### config.mk
export PLATFORM = sky130hd
export DESIGN_NAME = psb_ctrl
export DESIGN_NICKNAME = d
export VERILOG_FILES = /design/src/rtl/psb_pkg.sv /design/src/rtl/psb_ctrl.sv
export SDC_FILE = /design/constraint.sdc
export NUM_CORES = 1
export LEC_CHECK = 0
export ABC_AREA = 1
export BUFFER_PORTS_ARGS = -buffer_cell sky130_fd_sc_hd__buf_2
export CAP_MARGIN = 5
export CELL_PAD_IN_SITES_DETAIL_PLACEMENT = 0
export CELL_PAD_IN_SITES_GLOBAL_PLACEMENT = 2
export CORE_UTILIZATION = 26
export CTS_BUF_LIST = sky130_fd_sc_hd__clkbuf_8
export DETAILED_ROUTE_END_ITERATION = 12
export PLACE_DENSITY_LB_ADDON = 0.3
export REMOVE_ABC_BUFFERS = 1
export SLEW_MARGIN = 20
export SYNTH_ARGS = -nofsm -noshare
export SYNTH_HDL_FRONTEND = slang
export SYNTH_SLANG_ARGS = --single-unit
### constraint.sdc
create_clock -name clk -period 2.4 [get_ports clk]
set_input_delay 0.12 -clock clk [delete_from_list [all_inputs] [get_ports clk]]
set_output_delay 0.12 -clock clk [all_outputs]
set_load 0.005 [all_outputs]
### src/rtl/psb_pkg.sv
`default_nettype none
package psb_pkg;

  typedef enum logic [3:0] {
    ST_IDLE,
    ST_LOAD,
    ST_ACC_X,
    ST_ACC_Y,
    ST_SQ_X,
    ST_SQ_Y,
    ST_SQRT,
    ST_CMP,
    ST_SCL_X,
    ST_SCL_Y,
    ST_POS_X,
    ST_POS_Y,
    ST_BOUNCE,
    ST_DONE
  } state_t;

  typedef enum logic [2:0] {
    OP_NONE,
    OP_LOAD,
    OP_ACC,
    OP_SQ,
    OP_SQRT,
    OP_SCALE,
    OP_POS,
    OP_BOUNCE
  } op_t;

  // Command from the controller to the datapath
  typedef struct packed {
    op_t  op;
    logic sel_y;
    logic start;
    logic clr_flags;
  } cmd_t;

  // Status from the datapath to the controller
  typedef struct packed {
    logic busy;
    logic over_limit;
  } sts_t;

  localparam int unsigned REG_AREA_WIDTH  = 0;
  localparam int unsigned REG_AREA_HEIGHT = 1;
  localparam int unsigned REG_SPD_LIM     = 2;
  localparam int unsigned REG_STEER_EN    = 3;
  localparam int unsigned REG_START_X     = 4;
  localparam int unsigned REG_START_Y     = 5;
  localparam int unsigned REG_START_VX    = 6;
  localparam int unsigned REG_START_VY    = 7;

  localparam logic REQ_STEP = 1'b0;
  localparam logic REQ_LOAD = 1'b1;

  localparam logic signed [31:0] S32_MAX = 32'sh7FFF_FFFF;
  localparam logic signed [31:0] S32_MIN = 32'sh8000_0000;

  // Saturate a 34-bit signed value to 32 bits
  function automatic logic [31:0] sat34(input logic signed [33:0] v);
    logic [31:0] r;
    if (v > 34'sh0_7FFF_FFFF) r = S32_MAX;
    else if (v < -34'sh0_8000_0000) r = S32_MIN;
    else r = v[31:0];
    return r;
  endfunction

endpackage
`default_nettype wire

### src/rtl/psb_ctrl.sv
`default_nettype none
module psb_ctrl (
  input  wire logic          clk,
  input  wire logic          rst_n,
  input  wire logic          in_valid,
  output logic               in_ready,
  input  wire logic          req_type,
  input  wire logic          steer_en,
  output logic               out_valid,
  input  wire logic          out_ready,
  output psb_pkg::cmd_t      cmd,
  input  wire psb_pkg::sts_t sts
);

  psb_pkg::state_t state_r, state_nxt;
  logic            out_valid_r, out_valid_nxt;

  always_ff @(posedge clk) begin
    if (!rst_n) begin
      state_r     <= psb_pkg::ST_IDLE;
      out_valid_r <= 1'b0;
    end else begin
      state_r     <= state_nxt;
      out_valid_r <= out_valid_nxt;
    end
  end

  assign out_valid = out_valid_r;
  // Take a new word once the previous result has left the output register
  assign in_ready  = (state_r == psb_pkg::ST_IDLE) && !out_valid_r;

  // Sequence one word through the shared units
  always_comb begin
    state_nxt     = state_r;
    out_valid_nxt = out_valid_r && !out_ready;
    cmd           = '{op: psb_pkg::OP_NONE, sel_y: 1'b0, start: 1'b0, clr_flags: 1'b0};
    case (state_r)
      psb_pkg::ST_IDLE: begin
        if (in_valid && in_ready) begin
          cmd.clr_flags = 1'b1;
          if (req_type == psb_pkg::REQ_LOAD) state_nxt = psb_pkg::ST_LOAD;
          else if (steer_en) state_nxt = psb_pkg::ST_ACC_X;
          else state_nxt = psb_pkg::ST_POS_X;
        end
      end
      psb_pkg::ST_LOAD: begin
        cmd.op    = psb_pkg::OP_LOAD;
        state_nxt = psb_pkg::ST_DONE;
      end
      psb_pkg::ST_ACC_X: begin
        cmd.op = psb_pkg::OP_ACC;
        state_nxt = psb_pkg::ST_ACC_Y;
      end
      psb_pkg::ST_ACC_Y: begin
        cmd.op = psb_pkg::OP_ACC; cmd.sel_y = 1'b1;
        state_nxt = psb_pkg::ST_SQ_X;
      end
      psb_pkg::ST_SQ_X: begin
        cmd.op = psb_pkg::OP_SQ;
        state_nxt = psb_pkg::ST_SQ_Y;
      end
      psb_pkg::ST_SQ_Y: begin
        cmd.op = psb_pkg::OP_SQ; cmd.sel_y = 1'b1; cmd.start = 1'b1;
        state_nxt = psb_pkg::ST_SQRT;
      end
      psb_pkg::ST_SQRT: begin
        cmd.op = psb_pkg::OP_SQRT;
        if (!sts.busy) state_nxt = psb_pkg::ST_CMP;
      end
      psb_pkg::ST_CMP: begin
        if (sts.over_limit) begin
          cmd.op = psb_pkg::OP_SCALE; cmd.start = 1'b1;
          state_nxt = psb_pkg::ST_SCL_X;
        end else begin
          state_nxt = psb_pkg::ST_POS_X;
        end
      end
      psb_pkg::ST_SCL_X: begin
        cmd.op = psb_pkg::OP_SCALE;
        if (!sts.busy) begin
          cmd.sel_y = 1'b1; cmd.start = 1'b1;
          state_nxt = psb_pkg::ST_SCL_Y;
        end
      end
      psb_pkg::ST_SCL_Y: begin
        cmd.op = psb_pkg::OP_SCALE; cmd.sel_y = 1'b1;
        if (!sts.busy) state_nxt = psb_pkg::ST_POS_X;
      end
      psb_pkg::ST_POS_X: begin
        cmd.op = psb_pkg::OP_POS;
        state_nxt = psb_pkg::ST_POS_Y;
      end
      psb_pkg::ST_POS_Y: begin
        cmd.op = psb_pkg::OP_POS; cmd.sel_y = 1'b1;
        state_nxt = psb_pkg::ST_BOUNCE;
      end
      psb_pkg::ST_BOUNCE: begin
        cmd.op = psb_pkg::OP_BOUNCE;
        state_nxt = psb_pkg::ST_DONE;
      end
      psb_pkg::ST_DONE: begin
        out_valid_nxt = 1'b1;
        state_nxt     = psb_pkg::ST_IDLE;
      end
      default: state_nxt = psb_pkg::ST_IDLE;
    endcase
  end

  a_no_accept_while_full: assert property (@(posedge clk) disable iff (!rst_n)
    out_valid_r |-> !in_ready) else $error("input taken while result pending");
  a_done_raises_valid: assert property (@(posedge clk) disable iff (!rst_n)
    state_r == psb_pkg::ST_DONE |=> out_valid_r) else $error("result not presented");
  a_scale_only_steer: assert property (@(posedge clk) disable iff (!rst_n)
    (state_r == psb_pkg::ST_IDLE && in_valid && in_ready && !steer_en)
      |=> state_r != psb_pkg::ST_ACC_X) else $error("steering path without enable");

endmodule
`default_nettype wire

==> impl_results.md, run 1 <==
- Clock tree from TritonCTS: done
- Reg2reg setup slack: between 1000 and 1500 ps
- Clk_lat worst skew: about 230 ps
- Path depth of the worst reg2reg path: 7
- WHS: roughly 140 ps
- Clock Sinks: 5
- Remaining DRCs: 0
- Antenna fix cells: 0
- Final Instance Count excl. Fillers: 131
- Async S/R FF share, synth: 0%
- Combinational family with the most area after synthesis: simple AND/OR/NAND/NOR gates
- H-tree depth: 1
- Top-count cell post-synth: sky130_fd_sc_hd__nand2_1
- Global-route wire length before repair: just over 2000 µm
- Most used flip-flop cell after synthesis: sky130_fd_sc_hd__dfxtp_1
- Total via count in the routed design: 585
- Max-capacitance violation count: 0
- Part of the Yosys area used for sequential elements: 20.9%
- Clock root buffer: sky130_fd_sc_hd__clkbuf_8
- Period minus WS final: 1640 ps
- Period utilisation layout: roughly 70%
- Mapped Cells: slightly below 90
- Number of global-route vias before repair: between 400 and 500
- Maximum root-to-sink buffer count: 2
- Share of synthesized area spent on multiplexers: 0%
- Synthesized-area fraction occupied by ao, oa, aoi and oai cells: 14.4%
- Final Instance Area: 631 µm²
- GRT Resource Usage Total: 14.5%
- Avg Cell Area, Syn: approximately 5.5 µm²
- Die Span X: 44.9 µm
- Data required time of the critical path: 2280 ps
- Setup tns final: 0 ps
- Post-cts gate resize count: 0
- Post-Syn Area: 479 µm²
- Power density over the cells: around 1400 mW/mm²
- Synthesized flop and latch total: 5
- Standard cell area after detailed placement: 586 µm²
- Post-Synth XOR/XNOR Area: 0%
- Adder-cell share of the synthesized area: 0%
- F_max: between 600 and 700 MHz
- Placer congestion estimate: a little over 0.8
- Largest clock skew in the final design: roughly 1.0 ps
- Capturing element type of the critical path: primary output
- Ranking of synthesized cells by instance count: 21 x sky130_fd_sc_hd__nand2_1, 20 x sky130_fd_sc_hd__nor2_1, 12 x sky130_fd_sc_hd__inv_1
- Final routed wirelength across all metal layers: roughly 1300 µm
- Die area: about 0.002 mm²
- Overflow left after global routing: 0
- Worst-path fanout max: 5
- Die height: approximately 45 µm
- Clk slew on worst S/H paths: roughly 40 ps
- Post-Synth Simple-Gate Area: a little over half
- Buffers on Ports: 15
- Layout overhead on the synthesized area: 31.6%
- Pins over their slew limit: 0
- Overall Power: between 0.9 and 1 mW
- Core outline area: 0.00173 mm²
- Share of the synthesized area in the top cell type: about a fifth
- Standard-cell rows: 15
- Ranking of synthesized cells by area: sky130_fd_sc_hd__dfxtp_1 21%, sky130_fd_sc_hd__nand2_1 16%, sky130_fd_sc_hd__nor2_1 16%
- Post-CTS Hold Fix Bufs: 0
- Number of antenna violations at the first check in global routing: 0
- Hold violation count in the final report: 0
- YS warnings: 0
- Worst hold path cell count: 4
- Average wire per cell in the routed design: ~10 µm
- Antenna Violating Nets Remaining: 0
- Unrepaired setup endpoints after global routing: no
- Largest area contributor in the synthesized netlist: sky130_fd_sc_hd__dfxtp_1
- Worst slew margin relative to its limit: approximately four fifths
- Run status: complete, no violations
- Static leakage: roughly 0.35 nW
- Maximum vdd ir drop: 0.448 mV
- Number of buffers created by CTS: 3
- Layout Nets: around 120
- Number of placed instances, taps included: about 130
- Critical path class: flop to primary output
- Via density per instance: between 4 and 5
- First drt pass iteration count: 4
- Tightest Pin Transition: slightly below 300 ps
- Number of top-level pins: 16
- Fraction of layout cells with a size suffix above 1: about 28%
- Synth cell types: 20
- Endpoints failing setup: 0
- Number of enable-type register cells in the synthesized netlist: 0
- Class of the most critical hold timing path: input port to flop
- DP HPWL: 1080 µm
- Post-CTS setup repair buffer count: 0
- Sort of element at the start of the critical path: flop
- Largest net degree at the start of global routing: 8
- Starting Density: 27.8%
- Data arrival, critical path: 1520 ps
- Drt first-iter violations: 12
## cells by family (layout without fill, tap and decap cells)
group | Yosys count | after routing
AND/OR/NAND/NOR | 58 | 58
AO/OA/AOI/OAI | 10 | 10
buffers and inverters | 14 | 33
flip-flops | 5 | 5
## power breakdown
part           total (mW)  leakage [nW]  internal, mW  switching (mW)
Clock               0.156        0.0269         0.110          0.0463
Sequential          0.169        0.0410         0.115          0.0539
Combinational       0.582         0.286         0.229           0.353
## stage by stage
stage | util (%) | worst slack, ps
2_1_floorplan | - | 1240
3_3_place_gp | 33.9 | 945
3_5_place_dp | 33.9 | 1020
4_1_cts | 36.5 | 771
5_1_grt | 36.5 | 640
6_report | 36.5 | 762
## state kept, by name (all words and copies together), names as in the netlist
signal / count
out_valid: 1
state_r: 4
## layer usage
| metal | part of all wire, % | GRT usage (%) | vias up |
|---|---|---|---|
| met5 | 0 | 0 | - |
| met4 | 3.5 | 10.9 | 0 |
| met3 | 5.2 | 2.40 | 6 |
| met2 | 46 | 24.1 | 23 |
| met1 | 45 | 16.5 | 244 |
| li1 | - | - | 312 |
## cells in the final DEF, fill, tap and decap left out, drive strengths merged
master and n:
clkbuf 3, nand3 6, a41oi 1, or2 1
o211ai 1, inv 15, a21oi 3, nand2 25
o211a 1, nor2 23, buf 15, dfxtp 5
nand3b 1, nand4 1, nor3 1, o21ai 4
## final timing paths
kind | startpoint | end
min reg2reg | out_valid | out_valid
max | state_r[3] | cmd[4]
max reg2reg | state_r[3] | state_r[0]
min | out_ready | out_valid
## critical path, cell delays in order, from the launching register on
cell                      delay, ps
sky130_fd_sc_hd__dfxtp_1        420
sky130_fd_sc_hd__inv_1          130
sky130_fd_sc_hd__nand2_1        120
sky130_fd_sc_hd__nor2_1          50
sky130_fd_sc_hd__inv_1           80
sky130_fd_sc_hd__o21ai_0         90
sky130_fd_sc_hd__or2_2          270
sky130_fd_sc_hd__buf_2          130
## layout make-up
cell class,instances,area [µm²]
Multi-Input combinational cell,68,327
Clock inverter,1,3.75
Sequential cell,5,100
Clock buffer,3,41.3
Fill cell,206,1100
Inverter,14,52.6
Timing Repair Buffer,15,75.1
Tap cell,25,31.3
(Power assumes the default switching activity.)
==> run 2, diff against run 1 <==
Settings changed: CORE_UTILIZATION 26 to 21.
Clock period 2.4 ns to 1.5 ns, I/O delays scaled along.
==> run 2 against run 1 <==
Net effect: total power rose by 70%; wire length rose by 6.3%; die area rose by 23%; critical path depth fell by 2; first-iteration DRC count rose by 25%; utilization fell by 4.4 points; non-clock buffer count rose by 2; flip-flop and latch count did not move; sequential share of layout area barely moved; worst setup slack got worse by 680 ps; global-route usage fell by 1.8 points.
==> impl_results.md, run 2 (synthesis results as in run 1) <==
- Overflow left after global routing: 0
- Comb pwr share: 67.2%
- Tightest Pin Transition: about 230 ps
- Die area: 0.00248 mm²
- Antenna Violating Nets Remaining: 0
- Layout overhead on the synthesized area: 38.4%
- Remaining DRCs: 0
- Via density per instance: 4.61
- Worst slew margin relative to its limit: ~85%
- Setup tns final: 0 ps
- Data required time of the critical path: roughly 1400 ps
- Drt first-iter violations: 15
- Die height: about 50 µm
- Slowest cell on the critical path: sky130_fd_sc_hd__dfxtp_1
- Starting Density: between 20 and 25%
- Hold violation count in the final report: 0
- Global-route wire length before repair: ~2400 µm
- Share of total power in sequential cells: approximately 17%
- Clock Sinks: 5
- Clk_lat worst skew: between 200 and 250 ps
- Number of global-route vias before repair: ~580
- WHS: around 110 ps
- Die Span X: about 50 µm
- Buffers on Ports: 15
- Grt met3 use: under 10%
- Number of buffers created by CTS: 3
- Switching share of power: 49.3%
- Fin util: around 32%
- Class of the most critical hold timing path: input port to flop
- Data arrival, critical path: ~1400 ps
- Number of flip-flops in the largest register: 4
- Maximum root-to-sink buffer count: 2
- Number of placed instances, taps included: 131
- Antenna fix cells: 0
- Overall Power: 1.54 mW
- Crit-path cells: inv_2 > nand2_1 > o21ai_0 > or2_2 > buf_2
- Most crowded layer after global routing: met2
- Maximum vdd ir drop: slightly above 0.8 mV
- Clock root buffer: sky130_fd_sc_hd__clkbuf_8
- Net Switching: approximately 0.76 mW
- Period utilisation layout: 94.7%
- Endpoints failing setup: 0
- Standard-cell rows: 16
- Register containing the most flip-flops in the final layout: state_r
- Pins over their slew limit: 0
- Worst-path fanout max: 6
- Pint: just under 0.8 mW
- Leading cell type in the layout, fill and taps excluded: sky130_fd_sc_hd__nand2_1
- Average wire per cell in the routed design: ~10 µm
- Clk slew on worst S/H paths: ~40 ps
- Post-CTS Hold Fix Bufs: 0
- Number of top-level pins: 16
- Capturing element type of the critical path: primary output
- Final Instance Count excl. Fillers: roughly 140
- F_max: slightly above 700 MHz
- Register cell area after layout: about 110 µm²
- Clock network fraction of design power: 16.1%
- Power density over the cells: ~2300 mW/mm²
- Met2 capacity usage during global routing: around a fifth
- DP HPWL: 1120 µm
- Largest incremental delay on the critical path: 340 ps
- GRT Resource Usage Total: 12.7%
- Largest net degree at the start of global routing: 7
- Largest clock skew in the final design: a little under 0.6 ps
- Layout Nets: between 100 and 150
- Critical path class: flop to primary output
- Area occupied by multi-input gates: between 300 and 400 µm²
- Number of antenna violations at the first check in global routing: 0
- Met1 Resource Use GR: 15.3%
- Period minus WS final: 1420 ps
- Final routed wirelength across all metal layers: 1400 µm
- Total via count in the routed design: 622
- Sort of element at the start of the critical path: flop
- Fraction of layout cells with a size suffix above 1: 34.3%
- H-tree depth: 1
- Core outline area: between 0.002 and 0.0025 mm²
- First drt pass iteration count: 4
- Placer congestion estimate: ~0.9
- Highest-count cells in the layout ignoring fill and taps: 20 x sky130_fd_sc_hd__nand2_1, 19 x sky130_fd_sc_hd__nor2_1, 15 x sky130_fd_sc_hd__buf_2
- Layout fillers: between 200 and 250
- Max-capacitance violation count: 0
- Clock tree from TritonCTS: done
- Unrepaired setup endpoints after global routing: no
- Static leakage: about 0.37 nW
- Run status: complete, no violations
## run 2: cell type report
type,count,area share (%)
Sequential cell,5,15.8
Timing Repair Buffer,17,13.6
Clock buffer,3,6.23
Tap cell,27,5.09
Inverter,14,7.92
Multi-Input combinational cell,68,50.8
Clock inverter,1,0.566
## run 2: worst paths after layout
path / startpoint / to / slack [ps] / depth (start not counted)
min reg2reg: out_valid / out_valid / 540 / 2
max: state_r[1] / cmd[4] / 80 / 5
max reg2reg: state_r[2] / state_r[0] / 270 / 7
min: out_ready / out_valid / 110 / 4
## run 2: per-stage QoR
stage	instance area, µm²	worst slack, ps
floorplan	479	380
global placement	603	91.7
detailed placement	603	173
CTS	649	-8.47
global route	663	1.33
finish	663	79.7
## run 2: critical path, delay by kind of cell (launching register included)
family | cells | cell delay, ps
buffers and inverters | 2 | 210
AND/OR/NAND/NOR | 2 | 440
AO/OA/AOI/OAI | 1 | 140
flip-flops | 1 | 340
## run 2: layer usage
| layer | vias up | part of all wire, % |
|---|---|---|
| li1 | 320 | - |
| met1 | 273 | 44 |
| met2 | 24 | 47 |
| met3 | 5 | 6.7 |
| met4 | 0 | 2.6 |
| met5 | - | 0 |
## run 2: power by group through the flow
stage               Combinational [mW]  Clock, mW  Sequential, mW
finish                            1.03      0.248           0.257
global route                      1.17      0.260           0.264
CTS                              0.993      0.252           0.244
detailed placement               0.982          0           0.243
global placement                  1.02          0           0.246
floorplan                        0.669          0           0.250
## run 2: repair_timing
action	in CTS	in global routing
gates resized for setup	1	7
pin swaps	0	0
endpoints found under the setup margin	2	5
setup buffers	0	0
